### src/rtl/core/npqp_pkg.sv
// ----------------------------------------------------------------------------
// npqp_pkg: shared types and constants for the palette quantizer
// Holds the payload structs of both channels, the register indexes, the
// depth-mode codes and the job record passed from the search to the packer.
// ----------------------------------------------------------------------------
package npqp_pkg;

  // Configuration register indexes.
  localparam logic CFG_DEPTH_MODE  = 1'b0;
  localparam logic CFG_IMAGE_WIDTH = 1'b1;

  // Width of the configuration data bus (widest register).
  localparam int CFG_DATA_W = 13;

  // Depth-mode register codes. Any other code behaves as 1 bpp.
  localparam logic [1:0] DEPTH_8BPP = 2'd0;
  localparam logic [1:0] DEPTH_4BPP = 2'd1;
  localparam logic [1:0] DEPTH_1BPP = 2'd2;

  // Input item modes.
  localparam logic MODE_LOAD  = 1'b0;
  localparam logic MODE_PIXEL = 1'b1;

  // Most bytes that one pixel may cause.
  localparam int MAX_RESULTS = 4;

  // Distance start value, above any real sum of three byte differences.
  localparam logic [9:0] DIST_INIT = 10'h3FF;

  // Normalized index size for the packer.
  typedef enum logic [1:0] {
    BPP_8,
    BPP_4,
    BPP_1
  } bpp_e;

  // Input item.
  typedef struct packed {
    logic       mode;
    logic [7:0] entry_index;
    logic [7:0] comp0;
    logic [7:0] comp1;
    logic [7:0] comp2;
  } in_item_t;

  // Result item.
  typedef struct packed {
    logic [7:0] packed_byte;
    logic       run_last;
    logic       row_end;
  } out_item_t;

  // One finished pixel, queued from the search to the packer.
  typedef struct packed {
    logic [7:0] idx;
    bpp_e       bpp;
    logic       row_done;
    logic [4:0] pad;
  } job_t;

  // Search side sequencer.
  typedef enum logic [1:0] {
    F_IDLE,
    F_SEARCH,
    F_DRAIN,
    F_PUSH
  } front_state_e;

  // Packer side sequencer.
  typedef enum logic [1:0] {
    B_IDLE,
    B_PUSH,
    B_FLUSH
  } back_state_e;

endpackage

### src/rtl/core/npqp_back.sv
// ----------------------------------------------------------------------------
// npqp_back: index packer
// Takes one job at a time, shifts its index and any row padding into the
// byte being assembled, one index per cycle unless the result queue is full,
// and queues finished bytes with last-byte and row-end flags on the last.
// ----------------------------------------------------------------------------
module npqp_back (
  input  logic                  clk_i,
  input  logic                  rst_ni,
  input  logic                  job_empty_i,
  input  npqp_pkg::job_t        job_data_i,
  output logic                  job_pop_o,
  input  logic                  out_full_i,
  output logic                  out_we_o,
  output npqp_pkg::out_item_t   out_data_o
);

  npqp_pkg::back_state_e state_q, state_d;

  logic [7:0]     shift_q;
  logic [2:0]     count_q;
  logic [2:0]     n_q;
  logic [7:0]     held_q;
  logic [7:0]     cur_idx_q;
  logic [4:0]     remain_q;
  npqp_pkg::bpp_e bpp_q;
  logic           row_done_q;

  logic [7:0]     shift_new;
  logic [3:0]     per_byte;
  logic           emit;
  logic           do_push;
  logic           room;
  logic           flush_done;

  // One index shifted into the byte being assembled.
  always_comb begin
    case (bpp_q)
      npqp_pkg::BPP_8: begin
        shift_new = cur_idx_q;
        per_byte  = 4'd1;
      end
      npqp_pkg::BPP_4: begin
        shift_new = {shift_q[3:0], cur_idx_q[3:0]};
        per_byte  = 4'd2;
      end
      default: begin
        shift_new = {shift_q[6:0], cur_idx_q[0]};
        per_byte  = 4'd8;
      end
    endcase
    emit = ((4'(count_q) + 4'd1) >= per_byte);
  end

  assign do_push    = (state_q == npqp_pkg::B_PUSH) && !out_full_i;
  assign room       = (n_q < 3'(npqp_pkg::MAX_RESULTS));
  assign flush_done = (state_q == npqp_pkg::B_FLUSH) && ((n_q == 3'd0) || !out_full_i);

  // Job fields, held byte and remaining padding.
  always_ff @(posedge clk_i) begin
    if (job_pop_o) begin
      cur_idx_q  <= job_data_i.idx;
      remain_q   <= job_data_i.pad;
      bpp_q      <= job_data_i.bpp;
      row_done_q <= job_data_i.row_done;
    end else if (do_push) begin
      cur_idx_q <= 8'd0;
      if (remain_q != 5'd0) begin
        remain_q <= remain_q - 5'd1;
      end
      if (emit && room) begin
        held_q <= shift_new;
      end
    end
  end

  // Packing state and the count of bytes of this job.
  always_ff @(posedge clk_i or negedge rst_ni) begin
    if (!rst_ni) begin
      state_q <= npqp_pkg::B_IDLE;
      shift_q <= 8'd0;
      count_q <= 3'd0;
      n_q     <= 3'd0;
    end else begin
      state_q <= state_d;
      if (job_pop_o || flush_done) begin
        n_q <= 3'd0;
      end else if (do_push && emit && room) begin
        n_q <= n_q + 3'd1;
      end
      if (do_push) begin
        if (emit) begin
          shift_q <= 8'd0;
          count_q <= 3'd0;
        end else begin
          shift_q <= shift_new;
          count_q <= count_q + 3'd1;
        end
      end
    end
  end

  // Next state.
  always_comb begin
    state_d = state_q;
    unique case (state_q)
      npqp_pkg::B_IDLE: begin
        if (!job_empty_i) begin
          state_d = npqp_pkg::B_PUSH;
        end
      end
      npqp_pkg::B_PUSH: begin
        if (do_push && (remain_q == 5'd0)) begin
          state_d = npqp_pkg::B_FLUSH;
        end
      end
      npqp_pkg::B_FLUSH: begin
        if (flush_done) begin
          state_d = npqp_pkg::B_IDLE;
        end
      end
      default: state_d = npqp_pkg::B_IDLE;
    endcase
  end

  // Outputs: a held byte goes out when a newer one replaces it, or at the
  // end of the job with its flags.
  always_comb begin
    job_pop_o              = (state_q == npqp_pkg::B_IDLE) && !job_empty_i;
    out_data_o.packed_byte = held_q;
    out_data_o.run_last    = 1'b0;
    out_data_o.row_end     = 1'b0;
    out_we_o               = do_push && emit && room && (n_q != 3'd0);
    if ((state_q == npqp_pkg::B_FLUSH) && (n_q != 3'd0) && !out_full_i) begin
      out_we_o            = 1'b1;
      out_data_o.run_last = 1'b1;
      out_data_o.row_end  = row_done_q;
    end
  end

  // Results are only written into a queue with room.
  a_no_overflow: assert property (@(posedge clk_i) disable iff (!rst_ni)
    out_we_o |-> !out_full_i)
    else $error("result written into a full queue");

  // The row-end byte is always the last byte of its pixel.
  a_row_end_last: assert property (@(posedge clk_i) disable iff (!rst_ni)
    (out_we_o && out_data_o.row_end) |-> out_data_o.run_last)
    else $error("row end raised on a byte that is not the last one");

  // No pixel holds more bytes than the result limit.
  a_result_limit: assert property (@(posedge clk_i) disable iff (!rst_ni)
    n_q <= 3'(npqp_pkg::MAX_RESULTS))
    else $error("byte count of a pixel above its limit");

endmodule

### config.mk
export PLATFORM = sky130hd
export DESIGN_NAME = npqp_back
export DESIGN_NICKNAME = d
export VERILOG_FILES = /design/src/rtl/core/npqp_pkg.sv /design/src/rtl/core/npqp_back.sv
export SDC_FILE = /design/constraint.sdc
export NUM_CORES = 1
export LEC_CHECK = 0
export ABC_AREA = 1
export ABC_CLOCK_PERIOD_IN_PS = 2770
export BUFFER_PORTS_ARGS = -buffer_cell sky130_fd_sc_hd__buf_2
export CORE_AREA = 2 2 67 69
export CTS_BUF_LIST = sky130_fd_sc_hd__clkbuf_4 sky130_fd_sc_hd__clkbuf_8 sky130_fd_sc_hd__clkbuf_16
export CTS_CLUSTER_DIAMETER = 40
export CTS_CLUSTER_SIZE = 14
export DETAILED_ROUTE_END_ITERATION = 10
export DIE_AREA = 0 0 69 71
export PLACE_DENSITY = 0.67
export SLEW_MARGIN = 0
export SYNTH_ARGS = -nofsm -noshare
export SYNTH_HDL_FRONTEND = slang
export SYNTH_SLANG_ARGS = --single-unit
### constraint.sdc
create_clock -name clk_i -period 2.77 [get_ports clk_i]
set_input_delay 0.277 -clock clk_i [delete_from_list [all_inputs] [get_ports clk_i]]
set_output_delay 0.277 -clock clk_i [all_outputs]
set_load 0.02 [all_outputs]
==> results.cfg, run 1 <==
[timing]
period_share_pct = 87.9
final_max_slew_viol_count = 0
whs_ns = 0.154
rsz0062_at_grt = false
finClkSkew_ns = 0.00530
min_period_ns = 2.44
setup_tns_ns = 0
fmax_ghz = 0.411
hold_viol_final = 0
slew-limit-headroom_pct = 49.7
setup_viol = 0
tightest_slew_ns = 0.747

[floorplan]
core_um2 = 4200
die-area_um2 = 4900
die_y_um = 71
initial_core_util_pct = 46.5
boundaryPins = 32
die_width_um = 69
placement_rows = 24

[global_routing]
grt_max_degree = 17
grt_use_total_pct = 15.0
antenna_found_initial = 0
grt_pass1_vias = 1271
globalRouteOverflowTotal = 0
grt_pass1_wl_um = 5750

[power_and_ir_drop]
switching_share_pct = 35.8
power.internal_mw = 1.42
clock_power_share_pct = 21.3
power_frac_seq_pct = 44.5
p_leak_nw = 1.09
power.density_nw_per_um2 = 978
vdd_drop_max_mv = 0.526
combinationalPowerShare_pct = 34.3
p_sw_uw = 794

[drt]
routed_wl_um = 3190
firstDrtPassIters = 4
viasPerCell = 4.63
first_iter_violations = 41
wl_per_cell_um = 11.3
drcViolationCount = 0
vias = 1301
antenna_left = 0

[cts]
numCtsBuffers = 5
clkLatencyLatePin_ns = 0.29
path_clk_slew_ns = 0.08
cts_resized = 0
cts.sinks = 39
cts_tree = built
hold_buffers = 1
cts-root-buf = clkbuf_8
clockBufferDepth = 2
h-tree-depth = 2
cts_setup_buffers = 0

[setup_path]
path_delay_family = simple AND/OR/NAND/NOR gates
cp-start-kind = register
crit_buf_inv = 2
required_ns = 2.49
path_cells = nor2_1 > ha_1 > inv_1 > nand2_1 > nand2_1 > nand3_2 > nand2_2 > nand2_4 > nand3_2 > o21ai_1 > buf_2
crit_slowest_cell = edfxtp_1
crit_path_max_incr_delay_ns = 0.53
arrival_ns = 2.16
crit_fanout = 11
endpoint_kind = primary output
worstSetupPathType = reg2out

[synth]
yosysWarnings = 0
yosysSeqAreaShare_pct = 56.1
synth_top_area_cell = edfxtp_1
synth_area_leaders = edfxtp_1 (37%), dfrtp_1 (19%), inv_1 (6.9%)
syn_avg_cell_area_um2 = 10.2
yosysTopAreaCellShare_pct = 36.9
synth_cell_types = 32
syn_area_um2 = 1950
syn_inst = 192
syn_nets = 220
synth.ff_latch_count = 39

[final_layout]
final_util_pct = 53.9
layout_common_cells = inv_1 (36), buf_2 (31), nand2_1 (30), edfxtp_1 (24), nor2_1 (18)
layout.nets = 256
diodes = 0
fin_area_um2 = 2260
area_delta_synth_final_pct = 15.9
fill_cells = 384
layout-drive-gt1-share_pct = 29.3
stdcell_count = 281
layout_commonest_cell = inv_1

[placement]
place_hpwl_um = 2390
dpl.cell_count = 272
postPlaceCellArea_um2 = 2140
port-buffer-count = 31
gp_congestion = 0.845

[status]
status = finished clean

[min_path]
hp-class = in2reg

[job]
drv_cap = 0
[cells in the mapped netlist]
cell and n:
a21boi_2 1, a21oi_1 5, a22oi_1 1, buf_12 1, buf_2 1, buf_4 2, clkinv_4 1, dfrtp_1 15
edfxtp_1 24, ha_1 8, inv_1 36, inv_2 1, inv_4 1, nand2_1 30, nand2_2 9, nand2_4 2
nand3_1 3, nand3_2 3, nand3_4 1, nand3b_1 1, nand4_1 2, nor2_1 18, nor2_2 1, nor2_4 1
o211ai_1 1, o211ai_2 1, o21ai_0 8, o21ai_1 5, o21ai_2 5, o22ai_1 1, xnor2_1 1, xor2_1 2
[final cells by class]
type / instances / area, µm² / share of cell area, %
clock buffers: 5 / 68.8 / 3.04
clock inverters: 3 / 43.8 / 1.93
inverters: 39 / 154 / 6.80
multi-input cells: 110 / 664 / 29.3
flip-flops and latches: 39 / 1100 / 48.4
well taps: 52 / 65.1 / 2.87
repair buffers: 33 / 173 / 7.62
[final timing paths]
path / from / slack [ns] / cells after the start / to
max: bpp_q[1] / 0.33 / 11 / out_we_o
max reg2reg: bpp_q[1] / 0.67 / 10 / held_q[2]
max in group asynchronous: rst_ni / 2.10 / 2 / shift_q[1]
min reg2reg: shift_q[5] / 0.49 / 2 / shift_q[5]
min: job_data_i[5] / 0.15 / 1 / row_done_q
min in group asynchronous: rst_ni / 0.41 / 2 / shift_q[6]
[state kept, by name, summed over array words and instances, names as in the netlist]
register,flops
shift_q,7
held_q,8
bpp_q,2
row_done_q,1
count_q,3
cur_idx_q,8
state_q,2
n_q,3
remain_q,5
[routing by layer]
| metal | GRT usage, % | wire length, µm | up-vias |
|---|---|---|---|
| met5 | 0 | 0 | - |
| met4 | 6.54 | 65 | 0 |
| met3 | 4.99 | 137 | 5 |
| met2 | 23.5 | 1480 | 24 |
| met1 | 19.2 | 1510 | 590 |
| li1 | - | - | 682 |
[per-stage QoR]
step           power (mW)  setup WS [ns]
6_report             2.22          0.334
5_1_grt              2.40         0.0664
4_1_cts              2.24          0.322
3_5_place_dp         1.77          0.657
3_3_place_gp         1.75          0.689
2_1_floorplan        1.59          0.792
[power by group through the flow]
stage / Sequential, mW / Clock, mW / Combinational [mW]
2_1_floorplan: 1.01 / 0 / 0.585
3_3_place_gp: 0.991 / 0 / 0.758
3_5_place_dp: 0.997 / 0 / 0.769
4_1_cts: 0.987 / 0.482 / 0.772
5_1_grt: 1.01 / 0.510 / 0.879
6_report: 0.985 / 0.471 / 0.759
[logic make-up after synthesis]
kind of cell | after synthesis | share of synthesized area [%]
AOI/OAI and AO/OA | 28 | 9.15
DFF | 39 | 56.1
adders and majority gates | 8 | 5.12
and+or+nand+nor | 71 | 18.4
buffers and inverters | 43 | 9.92
xor gates and xnor gates | 3 | 1.34
No activity file was read; power rests on OpenSTA's default activity.
==> run 2, diff against run 1 <==
--- a/config.mk
+++ b/config.mk
@@ -8,13 +8,13 @@
 export ABC_AREA = 1
 export ABC_CLOCK_PERIOD_IN_PS = 2770
 export BUFFER_PORTS_ARGS = -buffer_cell sky130_fd_sc_hd__buf_2
-export CORE_AREA = 2 2 67 69
+export CORE_AREA = 2 2 63 65
 export CTS_BUF_LIST = sky130_fd_sc_hd__clkbuf_4 sky130_fd_sc_hd__clkbuf_8 sky130_fd_sc_hd__clkbuf_16
-export CTS_CLUSTER_DIAMETER = 40
+export CTS_CLUSTER_DIAMETER = 100
 export CTS_CLUSTER_SIZE = 14
 export DETAILED_ROUTE_END_ITERATION = 10
-export DIE_AREA = 0 0 69 71
-export PLACE_DENSITY = 0.67
+export DIE_AREA = 0 0 65 67
+export PLACE_DENSITY = 0.75
 export SLEW_MARGIN = 0
 export SYNTH_ARGS = -nofsm -noshare
 export SYNTH_HDL_FRONTEND = slang
==> run 2 against run 1 <==
Net effect:
- clock skew barely moved
- cell area fell by 1.3%
- die area fell by 11%
- largest power group unchanged
- clock-buffer cell count is 2 higher
- largest cell class unchanged
- critical path depth did not move
==> results.cfg, run 2 (synthesis gave the netlist of run 1 again) <==
[drt]
vias = 1318
wl_met3_um = 140
top_layer = met4
routed_wl_um = 3160
wl_per_cell_um = 11.4
first_iter_violations = 84
viasPerCell = 4.76
antenna_left = 0
wl_met2_um = 1460
met1_length_um = 1530
firstDrtPassIters = 4
drcViolationCount = 0

[timing]
rsz0062_at_grt = false
fmax_ghz = 0.404
setup_tns_ns = 0
tightest_slew_ns = 0.708
final_max_slew_viol_count = 0
min_period_ns = 2.48
slew-limit-headroom_pct = 52.3
setup_viol = 0
period_share_pct = 89.4
hold_viol_final = 0
finClkSkew_ns = 0.00549

[cts]
clkLatencyLatePin_ns = 0.29
numCtsBuffers = 5
h-tree-depth = 2
clockBufferDepth = 2
cts_setup_buffers = 0
path_clk_slew_ns = 0.07
cts_tree = built
cts_resized = 0
hold_buffers = 1
cts.sinks = 39
cts-root-buf = clkbuf_8

[global_routing]
grt_max_degree = 16
grt_pass1_vias = 1186
antenna_found_initial = 0
globalRouteOverflowTotal = 0
grt_use_total_pct = 17.2
grt_pass1_wl_um = 5480

[floorplan]
placement_rows = 22
initial_core_util_pct = 54.2
die-area_um2 = 4360
die_y_um = 67
die_width_um = 65
core_um2 = 3610
boundaryPins = 32

[placement]
postPlaceCellArea_um2 = 2140
port-buffer-count = 31
gp_congestion = 0.853
place_hpwl_um = 2430

[min_path]
hp-class = in2reg

[final_layout]
fill_cells = 329
layout-drive-gt1-share_pct = 29.3
area_delta_synth_final_pct = 14.4
layout.nets = 256
reg.largest.list = cur_idx_q (8), held_q (8), shift_q (7)
diodes = 0
layout_commonest_cell = inv_1
final_util_pct = 62.0
fin_area_um2 = 2240
layout_common_cells = inv_1 (36), buf_2 (31), nand2_1 (30), edfxtp_1 (24), nor2_1 (18)

[setup_path]
endpoint_kind = primary output
crit_fanout = 11
worstSetupPathType = reg2out
cp-start-kind = register
arrival_ns = 2.20
required_ns = 2.49

[power_and_ir_drop]
p_leak_nw = 1.08
vdd_drop_max_mv = 0.452
total_power_mw = 2.13
power.density_nw_per_um2 = 952

[status]
status = finished clean

[job]
drv_cap = 0
run 2: cell count changes in the layout (fill, tap and decap cells not counted), sizes merged:
| cell | change |
|---|---|
| clkbuf | +2 |
| clkinv | -1 |
| bufinv | -1 |
run 2: path summary, 6_finish.rpt:
check	from	endpoint	slack (ns)	cells after the start
worst min register to register	cur_idx_q[0]	held_q[0]	0.49	0
worst max-delay path	bpp_q[1]	out_we_o	0.29	11
min in group asynchronous	rst_ni	n_q[0]	0.42	2
worst max register to register	bpp_q[1]	held_q[0]	0.62	10
worst min-delay path	job_data_i[5]	row_done_q	0.16	1
max in group asynchronous	rst_ni	shift_q[4]	2.09	2
run 2: layer usage:
| metal | vias up | track usage [%] |
|---|---|---|
| met2 | 27 | 25.9 |
| met4 | 0 | 6.38 |
| met3 | 6 | 5.07 |
| li1 | 687 | - |
| met1 | 598 | 23.5 |
| met5 | - | 0 |
run 2: area by class of cell:
type,instances,area [µm²],area share (%)
Clock buffer,7,83.8,3.75
Inverter,39,154,6.88
Sequential cell,39,1100,49.0
Timing Repair Buffer,33,173,7.72
Multi-Input combinational cell,110,664,29.7
Clock inverter,1,5.00,0.224
Tap cell,48,60.1,2.69
run 2: per-stage QoR:
stage / worst slack (ns) / hold slack (ns) / instances
final: 0.295 / 0.162 / 277
after global routing: 0.134 / 0.152 / 277
after CTS: 0.288 / 0.156 / 277
after detailed placement: 0.608 / 0.208 / 268
after global placement: 0.702 / 0.205 / 268
after floorplan: 0.792 / -0.0186 / 192
run 2: where the power goes:
part	internal (mW)	switching [mW]	total, mW
Clock	0.196	0.182	0.378
Combinational	0.272	0.493	0.764
Sequential	0.883	0.104	0.987
Total	1.35	0.779	2.13
run 2: critical path, stage by stage, from the launching register on:
cell      delay, ns
edfxtp_1       0.55
nor2_1         0.34
ha_1           0.29
inv_1          0.06
nand2_1        0.05
nand2_1        0.06
nand3_2        0.07
nand2_2        0.11
nand2_4        0.07
nand3_2        0.09
o21ai_1        0.06
buf_2          0.16
