<file path="src/rtl/core/npqp_fifo.sv">
// ----------------------------------------------------------------------------
// npqp_fifo: small register queue
// First-in first-out store with full and empty flags; the head entry is
// shown combinationally while the queue is not empty.
// ----------------------------------------------------------------------------
module npqp_fifo #(
  parameter int WIDTH = 8,
  parameter int DEPTH = 2
) (
  input  logic             clk_i,
  input  logic             rst_ni,
  input  logic             wr_en_i,
  input  logic [WIDTH-1:0] wr_data_i,
  input  logic             rd_en_i,
  output logic [WIDTH-1:0] rd_data_o,
  output logic             full_o,
  output logic             empty_o
);

  localparam int PW = (DEPTH > 1) ? $clog2(DEPTH) : 1;
  localparam int CW = $clog2(DEPTH + 1);

  logic [WIDTH-1:0] mem_q [DEPTH];
  logic [PW-1:0]    wr_ptr_q;
  logic [PW-1:0]    rd_ptr_q;
  logic [CW-1:0]    cnt_q;
  logic             do_wr;
  logic             do_rd;

  assign full_o    = (cnt_q == CW'(DEPTH));
  assign empty_o   = (cnt_q == '0);
  assign do_wr     = wr_en_i && !full_o;
  assign do_rd     = rd_en_i && !empty_o;
  assign rd_data_o = mem_q[rd_ptr_q];

  // Storage is written at the tail.
  always_ff @(posedge clk_i) begin
    if (do_wr) begin
      mem_q[wr_ptr_q] <= wr_data_i;
    end
  end

  // Pointers and fill count.
  always_ff @(posedge clk_i or negedge rst_ni) begin
    if (!rst_ni) begin
      wr_ptr_q <= '0;
      rd_ptr_q <= '0;
      cnt_q    <= '0;
    end else begin
      if (do_wr) begin
        wr_ptr_q <= (wr_ptr_q == PW'(DEPTH - 1)) ? '0 : wr_ptr_q + PW'(1);
      end
      if (do_rd) begin
        rd_ptr_q <= (rd_ptr_q == PW'(DEPTH - 1)) ? '0 : rd_ptr_q + PW'(1);
      end
      if (do_wr && !do_rd) begin
        cnt_q <= cnt_q + CW'(1);
      end else if (do_rd && !do_wr) begin
        cnt_q <= cnt_q - CW'(1);
      end
    end
  end

endmodule

</file>
<file path="config.mk">
export PLATFORM = sky130hd
export DESIGN_NAME = npqp_fifo
export DESIGN_NICKNAME = d
export VERILOG_FILES = /design/src/rtl/core/npqp_fifo.sv
export SDC_FILE = /design/constraint.sdc
export NUM_CORES = 1
export LEC_CHECK = 0
export BUFFER_PORTS_ARGS = -buffer_cell sky130_fd_sc_hd__buf_2
export CAP_MARGIN = 10
export CORE_UTILIZATION = 44
export CTS_CLUSTER_SIZE = 16
export DETAILED_ROUTE_END_ITERATION = 8
export PLACE_DENSITY_LB_ADDON = 0.05
export SYNTH_ARGS = -nofsm -noshare
export SYNTH_HDL_FRONTEND = slang
export SYNTH_SLANG_ARGS = --single-unit
</file>
<file path="constraint.sdc">
create_clock -name clk_i -period 1.3 [get_ports clk_i]
set_input_delay 0.26 -clock clk_i [delete_from_list [all_inputs] [get_ports clk_i]]
set_output_delay 0.26 -clock clk_i [all_outputs]
set_load 0.01 [all_outputs]
</file>
==> flow_metrics.tcl, run 1 <==
set metrics [dict create \
    holdWs_ps 154 \
    drv_slew 0 \
    layout.cells.non_filler 100 \
    grt_pass1_vias 456 \
    finClkSkew_ps 0.953 \
    critPathKind "reg2out" \
    place_area_sq_um 995 \
    die_height_um 44.2 \
    htreeDepth 1 \
    antenna_cells 0 \
    violations "setup timing" \
    grt_max_degree 12 \
    ys.flop_type "edfxtp_1" \
    end_kind "output pin" \
    setup_violations 11 \
    synth_edf_count 16 \
    synth_nets 57 \
    ant_nets 0 \
    clock-sinks 20 \
    boundaryPins 22 \
    area_growth_pct 54.7 \
    synth_top_cells_by_count "edfxtp_1 (16), mux2_1 (6), dfrtp_1 (4)" \
    cts_buffer_depth 2 \
    synth_top_area_share 0.614 \
    async_reset_ff_frac 0.200 \
    hp-class "in2reg" \
    p_leak_nw 0.524 \
    die_w_um 44.2 \
    drive_gt1_frac 0.702 \
    hold_viol 0 \
    regArea_sq_um 584 \
    synth.most_common_cell "edfxtp_1" \
    start_util 0.496 \
    drt_iter0_drc 13 \
    final_nets 98 \
    worst_slack_ps -235 \
    yosysWarnings 0 \
    fin_crit_ps 1540 \
    max-cap-violations 0 \
    post-route-cell-area_sq_um 1210 \
    period_share 1.18 \
    vias 482 \
    maxSlewHeadroom 0.863 \
    startpoint_type "flip-flop" \
    synth_seq_cells 20 \
    setup-tns-final_ps -1910 \
    grt_pass1_wl_um 2170 \
    wl_per_cell_um 13.4 \
    synth_largest_area_cell "edfxtp_1" \
    synth_area_leaders "edfxtp_1 (61%), dfrtp_1 (13%), mux2_1 (8.6%)" \
    synth_cells 44 \
    grt_overflow 0 \
    worst_slew_pin_slew_ps 205 \
    crit_arrival_ps 1280 \
    timing.fmax_ghz 0.651 \
    hpwl_um 881 \
    cts_tree "built" \
    critPathMaxFanout 5 \
    grt_usage 0.163 \
    fp.dieArea_sq_um 1950 \
    cts_buffers 3 \
    antenna_found_initial 0 \
    dr.pass1.iters 5 \
    status "finished with violations" \
    gp_congestion 0.634 \
    drc 0 \
    synth_cell_types 15 \
    seq_area_frac_synth 0.742 \
    numPlacedInstances 90 \
    clock-root-buffer "clkbuf_4" \
    syn_area_sq_um 782 \
    port_buffers 21 \
    nFillCells 105 \
    clk_pin_slew_ps 100 \
    clock_latency_ps 290 \
    rows 14 \
    rsz0062_at_grt "true" \
    viasPerCell 4.82 \
    power.density_nw_per_um2 2290 \
    peakVddDrop_mv 1.43 \
    synth.avg_cell_area_sq_um 17.8 \
    totalWireLength_um 1340 \
    multiInputGateArea_sq_um 255 \
    core-area_sq_um 1580 \
    cp.required_ps 1040 \
]
==> area by class of cell <==
| class | count | share of cell area |
|---|---|---|
| clock buffers | 4 | 0.0217 |
| multi-input cells | 21 | 0.211 |
| flip-flops and latches | 20 | 0.483 |
| inverters | 2 | 0.00620 |
| well taps | 16 | 0.0165 |
| repair buffers | 37 | 0.262 |
==> repair_timing <==
action | CTS | global route
setup endpoints to repair | 16 | 19
pin swaps | 3 | 0
endpoints found under the hold margin | 4 | 0
hold buffers | 1 | 0
resized for setup | 29 | 5
buffers inserted | 3 | 2
==> where the power goes <==
part / internal [mW] / total, mW / switching [mW]
sequential: 0.905 / 1.02 / 0.114
clock: 0.119 / 0.288 / 0.169
combinational: 0.917 / 1.46 / 0.547
total: 1.94 / 2.77 / 0.830
==> flip-flops by register name, summed over array words and instances, names as in the netlist <==
name,count
cnt_q,2
rd_ptr_q,1
mem_q,16
wr_ptr_q,1
==> per-layer routing <==
layer  part of all wire  track usage  up-vias
met4             0.0060       0.0727        0
met5                  0            0        -
met1               0.43        0.201      229
li1                   -            -      239
met3              0.022       0.0367        2
met2               0.54        0.274       12
==> through the flow <==
step / setup WS, ps / util / total power, mW
2_1_floorplan: -0.793 / - / 1.53
4_1_cts: -246 / 0.744 / 2.68
3_3_place_gp: 2.44 / 0.631 / 1.91
6_report: -235 / 0.767 / 2.77
3_5_place_dp: -45.2 / 0.631 / 1.93
5_1_grt: -284 / 0.767 / 2.93
==> worst paths after layout <==
check                        startpoint      endpoint  slack [ps]  cells after the start
setup / recovery               rd_ptr_q  rd_data_o[0]        -240                      3
hold / removal             wr_data_i[2]   mem_q[0][2]         150                      1
setup reg to reg               cnt_q[0]      cnt_q[1]         -20                      7
hold reg to reg                wr_ptr_q      wr_ptr_q         580                      1
max in group asynchronous        rst_ni      cnt_q[1]         860                      2
min in group asynchronous        rst_ni      wr_ptr_q         300                      2
==> critical path: stages (launching register included) <==
cell and delay, ps:
dfrtp_2 430, buf_6 140, mux2_4 300, buf_6 120
==> placed cells by master, fill, tap and decap left out <==
master / count
clkbuf_1: 1
xnor2_1: 2
nand2b_4: 1
dlygate4sd3_1: 1
mux2_4: 6
o21ai_2: 1
dfrtp_2: 3
clkbuf_4: 3
xor2_1: 2
buf_6: 17
mux2_2: 2
buf_4: 8
and3_1: 1
dfrtp_1: 1
buf_2: 11
xnor2_2: 1
ha_4: 1
nand2_4: 1
edfxtp_1: 16
nor2_4: 2
nor2_1: 1
inv_2: 2
==> kinds of logic (layout without fill, tap and decap cells) <==
| group | count (synthesis) | after routing | share of synthesized area |
|---|---|---|---|
| buf+inv | 3 | 43 | 0.0160 |
| flops | 20 | 20 | 0.742 |
| mux | 8 | 8 | 0.115 |
| simple gates | 6 | 6 | 0.0384 |
| xor+xnor | 5 | 5 | 0.0656 |
| compound gates | 1 | 1 | 0.00639 |
| fa+ha+maj | 1 | 1 | 0.0160 |
(Power assumes the default switching activity.)
==> run 2, diff against run 1 <==
--- a/config.mk
+++ b/config.mk
@@ -11,6 +11,7 @@
 export CTS_CLUSTER_SIZE = 16
 export DETAILED_ROUTE_END_ITERATION = 8
 export PLACE_DENSITY_LB_ADDON = 0.05
+export REMOVE_ABC_BUFFERS = 1
 export SYNTH_ARGS = -nofsm -noshare
 export SYNTH_HDL_FRONTEND = slang
 export SYNTH_SLANG_ARGS = --single-unit
==> run 2 against run 1 <==
The flow finishes with violations (DRC, setup timing). Global-route usage is 1.8 points lower. Hold slack got worse by 7.5 ps. Combinational power about the same. Critical path depth did not move. Die area did not move. Wire length decreased by 1.8%. Worst setup slack worse by 31 ps. Largest power group unchanged. Highest routed layer unchanged.
==> flow_metrics.tcl, run 2 (synthesis results as in run 1) <==
set metrics [dict create \
    p_int_mw 2.13 \
    end_kind "output pin" \
    drive_gt1_frac 0.711 \
    hpwl_um 822 \
    largest_register_ffs 16 \
    grt_usage 0.145 \
    die_w_um 44.2 \
    cts_buffers 3 \
    drv_slew 0 \
    power_frac_clock 0.168 \
    area_growth_pct 56.3 \
    peakVddDrop_mv 1.39 \
    cts_buffer_depth 2 \
    cp.required_ps 1040 \
    final_cell_mix "edfxtp_1 (16), buf_6 (16), buf_2 (12)" \
    power_mw 2.96 \
    critPathMaxFanout 4 \
    fin_util 0.775 \
    antenna_cells 0 \
    p_sw_uw 835 \
    rows 14 \
    crit_arrival_ps 1310 \
    die_height_um 44.2 \
    top_regs "mem_q (16), cnt_q (2)" \
    crit_path_max_incr_delay_ps 450 \
    hp-class "in2reg" \
    viasPerCell 4.79 \
    htreeDepth 1 \
    final_nets 97 \
    crit_slowest_cell "dfrtp_2" \
    power_frac_seq 0.347 \
    boundaryPins 22 \
    vias 474 \
    totalWireLength_um 1310 \
    layout.cells.non_filler 99 \
    grt_pass1_wl_um 1980 \
    power.density_nw_per_um2 2420 \
    critPathKind "reg2out" \
    maxSlewHeadroom 0.855 \
    max-cap-violations 0 \
    p_comb_frac 0.484 \
    top_register "mem_q" \
    gp_congestion 0.623 \
    drc 2 \
    hold_viol 0 \
    clock_latency_ps 290 \
    p_leak_nw 0.533 \
    ant_nets 0 \
    fin_crit_ps 1570 \
    violations "DRC, setup timing" \
    start_util 0.496 \
    period_share 1.20 \
    grt_overflow 0 \
    worst_slack_ps -266 \
    wl_per_cell_um 13.2 \
    finClkSkew_ps 4.15 \
    clk_pin_slew_ps 110 \
    crit_chain "buf_4 -> mux2_4 -> buf_6" \
    clock-root-buffer "clkbuf_4" \
    switching_share 0.282 \
    core-area_sq_um 1580 \
    port_buffers 21 \
    nFillCells 94 \
    holdWs_ps 147 \
    drt_iter0_drc 3 \
    post-route-cell-area_sq_um 1220 \
    worst_slew_pin_slew_ps 218 \
    dr.pass1.iters 5 \
    setup_violations 10 \
    cts_tree "built" \
    grt_pass1_vias 422 \
    place_area_sq_um 955 \
    antenna_found_initial 0 \
    fp.dieArea_sq_um 1950 \
    grt_max_degree 13 \
    rsz0062_at_grt "true" \
    numPlacedInstances 87 \
    timing.fmax_ghz 0.638 \
    clock-sinks 20 \
    startpoint_type "flip-flop" \
    status "finished with violations" \
]
## run 2: metal layers
metal / track usage / vias to the layer above / wire (um) / share of wire
met3: 0.0245 / 2 / 57 / 0.043
li1: - / 238 / - / -
met2: 0.241 / 16 / 648 / 0.49
met1: 0.200 / 218 / 600 / 0.46
met5: 0 / - / 0 / 0
met4: 0.0364 / 0 / 5 / 0.0038
## run 2: cell type report
cell class / instances / area, sq um / area share
sequential: 20 / 584 / 0.478
timing repair buffer: 36 / 303 / 0.248
clock buffer: 3 / 22.5 / 0.0184
clock inverter: 1 / 30.0 / 0.0246
inverter: 2 / 7.51 / 0.00614
multi-input combinational: 21 / 255 / 0.209
tap: 16 / 20.0 / 0.0164
## run 2: power groups by stage
stage	Sequential (mW)	Combinational (mW)	Clock, mW
final	1.03	1.44	0.498
after global routing	1.05	1.54	0.532
after CTS	1.04	0.903	0.503
after detailed placement	1.03	0.800	0
after global placement	1.02	0.793	0
after floorplan	1.01	0.454	0
## run 2: per-stage QoR
stage / setup TNS (ps) / setup WS [ps]
global placement: -227 / -30.1
global route: -2630 / -300
finish: -2140 / -266
floorplan: -802 / -92.2
CTS: -1960 / -250
detailed placement: -78.0 / -29.2
## run 2: timing repair
item / 4_1_cts / 5_1_grt
pin swaps: 4 / 4
endpoints found under the hold margin: 4 / 0
hold buffers: 1 / 0
setup endpoints to repair: 18 / 19
resized for setup: 11 / 27
buffers inserted: 1 / 6
## run 2: path summary, 6_finish.rpt
| kind | depth (start not counted) | slack [ps] | from | end |
|---|---|---|---|---|
| hold / removal | 1 | 150 | wr_data_i[6] | mem_q[1][6] |
| setup reg to reg | 7 | -80 | cnt_q[0] | cnt_q[1] |
| max in group asynchronous | 2 | 880 | rst_ni | rd_ptr_q |
| min in group asynchronous | 2 | 290 | rst_ni | wr_ptr_q |
| hold reg to reg | 1 | 580 | wr_ptr_q | wr_ptr_q |
| setup / recovery | 3 | -270 | rd_ptr_q | rd_data_o[3] |
## run 2: critical path: cells and delay by family (launching register included)
family                 cells  cell delay [ps]
DFF                        1              450
muxes                      1              300
buffers and inverters      2              270
==> run 3, diff against run 2 <==
--- a/config.mk
+++ b/config.mk
@@ -7,10 +7,11 @@
 export LEC_CHECK = 0
 export BUFFER_PORTS_ARGS = -buffer_cell sky130_fd_sc_hd__buf_2
 export CAP_MARGIN = 10
-export CORE_UTILIZATION = 44
+export CORE_UTILIZATION = 50
+export CTS_BUF_LIST = sky130_fd_sc_hd__clkbuf_8
 export CTS_CLUSTER_SIZE = 16
 export DETAILED_ROUTE_END_ITERATION = 8
-export PLACE_DENSITY_LB_ADDON = 0.05
+export PLACE_DENSITY = 0.84
 export REMOVE_ABC_BUFFERS = 1
 export SYNTH_ARGS = -nofsm -noshare
 export SYNTH_HDL_FRONTEND = slang
==> constraint.sdc (replaced) <==
create_clock -name clk_i -period 1.6 [get_ports clk_i]
set_input_delay 0.32 -clock clk_i [delete_from_list [all_inputs] [get_ports clk_i]]
set_output_delay 0.32 -clock clk_i [all_outputs]
set_load 0.01 [all_outputs]
==> run 3 against run 2 <==
The run now ends clean. Register-to-register slack better by 230 ps. Combinational power down 62%. Critical path type unchanged. Clock power down 36%.
==> flow_metrics.tcl, run 3 (synthesis results as in run 1) <==
set metrics [dict create \
    reg2reg_from "cnt_q[0]" \
    totalWireLength_um 1130 \
    power_mw 1.71 \
    ant_nets 0 \
    hold_viol 0 \
    viasPerCell 4.96 \
    grt_pass1_wl_um 1820 \
    critPathKind "reg2out" \
    final_common_cell "buf_2" \
    timing.fmax_ghz 0.638 \
    cts_tree "built" \
    maxSlewHeadroom 0.736 \
    crit_arrival_ps 1250 \
    critPathMaxFanout 9 \
    port_buffers 21 \
    drv_slew 0 \
    grt_overflow 0 \
    end_kind "output pin" \
    p_int_mw 1.18 \
    top_regs "mem_q (16), cnt_q (2)" \
    startpoint_type "flip-flop" \
    period_share 0.979 \
    critPathLaunch "rd_ptr_q" \
    die_height_um 41.5 \
    p_leak_nw 0.405 \
    p_sw_uw 522 \
    clk_pin_slew_ps 70 \
    fin_crit_ps 1570 \
    boundaryPins 22 \
    setup-tns-final_ps 0 \
    antenna_found_initial 0 \
    vias 422 \
    r2r-end "cnt_q[1]" \
    grt_pass1_vias 428 \
    largest_register_ffs 16 \
    hpwl_um 805 \
    drt_iter0_drc 12 \
    gp_congestion 0.649 \
    grt_max_degree 12 \
    peakVddDrop_mv 1.21 \
    worst_slew_pin_slew_ps 396 \
    cts_buffer_depth 2 \
    finClkSkew_ps 2.57 \
    wl_per_cell_um 13.3 \
    post-route-cell-area_sq_um 966 \
    p_comb_frac 0.318 \
    drive_gt1_frac 0.443 \
    place_area_sq_um 908 \
    fin_util 0.699 \
    start_util 0.566 \
    antenna_cells 0 \
    rows 13 \
    power_frac_clock 0.187 \
    clock-root-buffer "clkbuf_8" \
    power_frac_seq 0.495 \
    fp.dieArea_sq_um 1730 \
    clock_latency_ps 250 \
    r2r_cells 6 \
    dpl_worst_slack_ps 126 \
    hp-class "in2reg" \
    hold_depth 1 \
    drc 0 \
    clock-sinks 20 \
    ff2ff_setup_slack_ps 150 \
    core-area_sq_um 1380 \
    worst_slack_ps 33.2 \
    setup_violations 0 \
    cp.required_ps 1280 \
    grt_usage 0.145 \
    nFillCells 105 \
    final_nets 84 \
    top_register "mem_q" \
    power.density_nw_per_um2 1770 \
    max-cap-violations 0 \
    area_growth_pct 23.5 \
    hp-start "wr_data_i[2]" \
    setup.worst_path.end "rd_data_o[7]" \
    status "finished clean" \
    die_w_um 41.5 \
    final_cell_mix "buf_2 (21), edfxtp_1 (16), mux2_1 (6)" \
    rsz0062_at_grt "true" \
    htreeDepth 1 \
    dr.pass1.iters 5 \
    cts_buffers 3 \
    switching_share 0.306 \
]
[run 3: cell count changes in the layout (fill, tap and decap cells not counted), moves of 2 or more]
cell      delta
mux2_4       -7
inv_1        +2
inv_2        -2
buf_2        +9
buf_6       -16
buf_4        -6
mux2_1       +6
clkbuf_4     -3
clkbuf_8     +3
[run 3: what timing repair did]
action	in CTS	in global routing
gates cloned	0	0
gates resized for setup	1	1
setup buffers	0	0
hold buffers	1	0
setup endpoints to repair	8	3
endpoints found under the hold margin	4	0
[run 3: how the worst min path moves through the flow]
stage          slack [ps]          end
2_1_floorplan          20     cnt_q[0]
3_3_place_gp          130     cnt_q[1]
3_5_place_dp          140     cnt_q[1]
4_1_cts               250  mem_q[0][2]
5_1_grt               250  mem_q[0][3]
6_report              250  mem_q[0][2]
[run 3: power groups by stage]
stage | clock, mW | sequential [mW] | combinational (mW)
2_1_floorplan | 0 | 0.824 | 0.369
3_3_place_gp | 0 | 0.845 | 0.533
3_5_place_dp | 0 | 0.853 | 0.543
4_1_cts | 0.330 | 0.845 | 0.555
5_1_grt | 0.350 | 0.865 | 0.599
6_report | 0.319 | 0.844 | 0.543
[run 3: per-layer routing]
layer	vias up	share of wire	track usage
met1	194	0.43	0.174
met4	0	0	0.0581
met3	0	0.066	0.0478
li1	210	-	-
met5	-	0	0
met2	18	0.50	0.241
[run 3: area by class of cell]
type	count	area (sq um)	share of cell area
inverter	2	7.51	0.00777
multi-input combinational	21	189	0.196
timing repair buffer	23	123	0.127
tap	15	18.8	0.0194
clock buffer	3	41.3	0.0427
sequential	20	583	0.604
clock inverter	1	3.75	0.00389
[run 3: critical path, stage by stage, from the launching register on]
cell,delay (ps)
dfrtp_2,480
mux2_2,370
buf_2,150
[run 3: stage by stage]
step / cells / hold slack [ps]
after floorplan: 43 / 24.4
after global placement: 80 / 133
after detailed placement: 80 / 136
after CTS: 85 / 246
after global routing: 85 / 246
final: 85 / 254
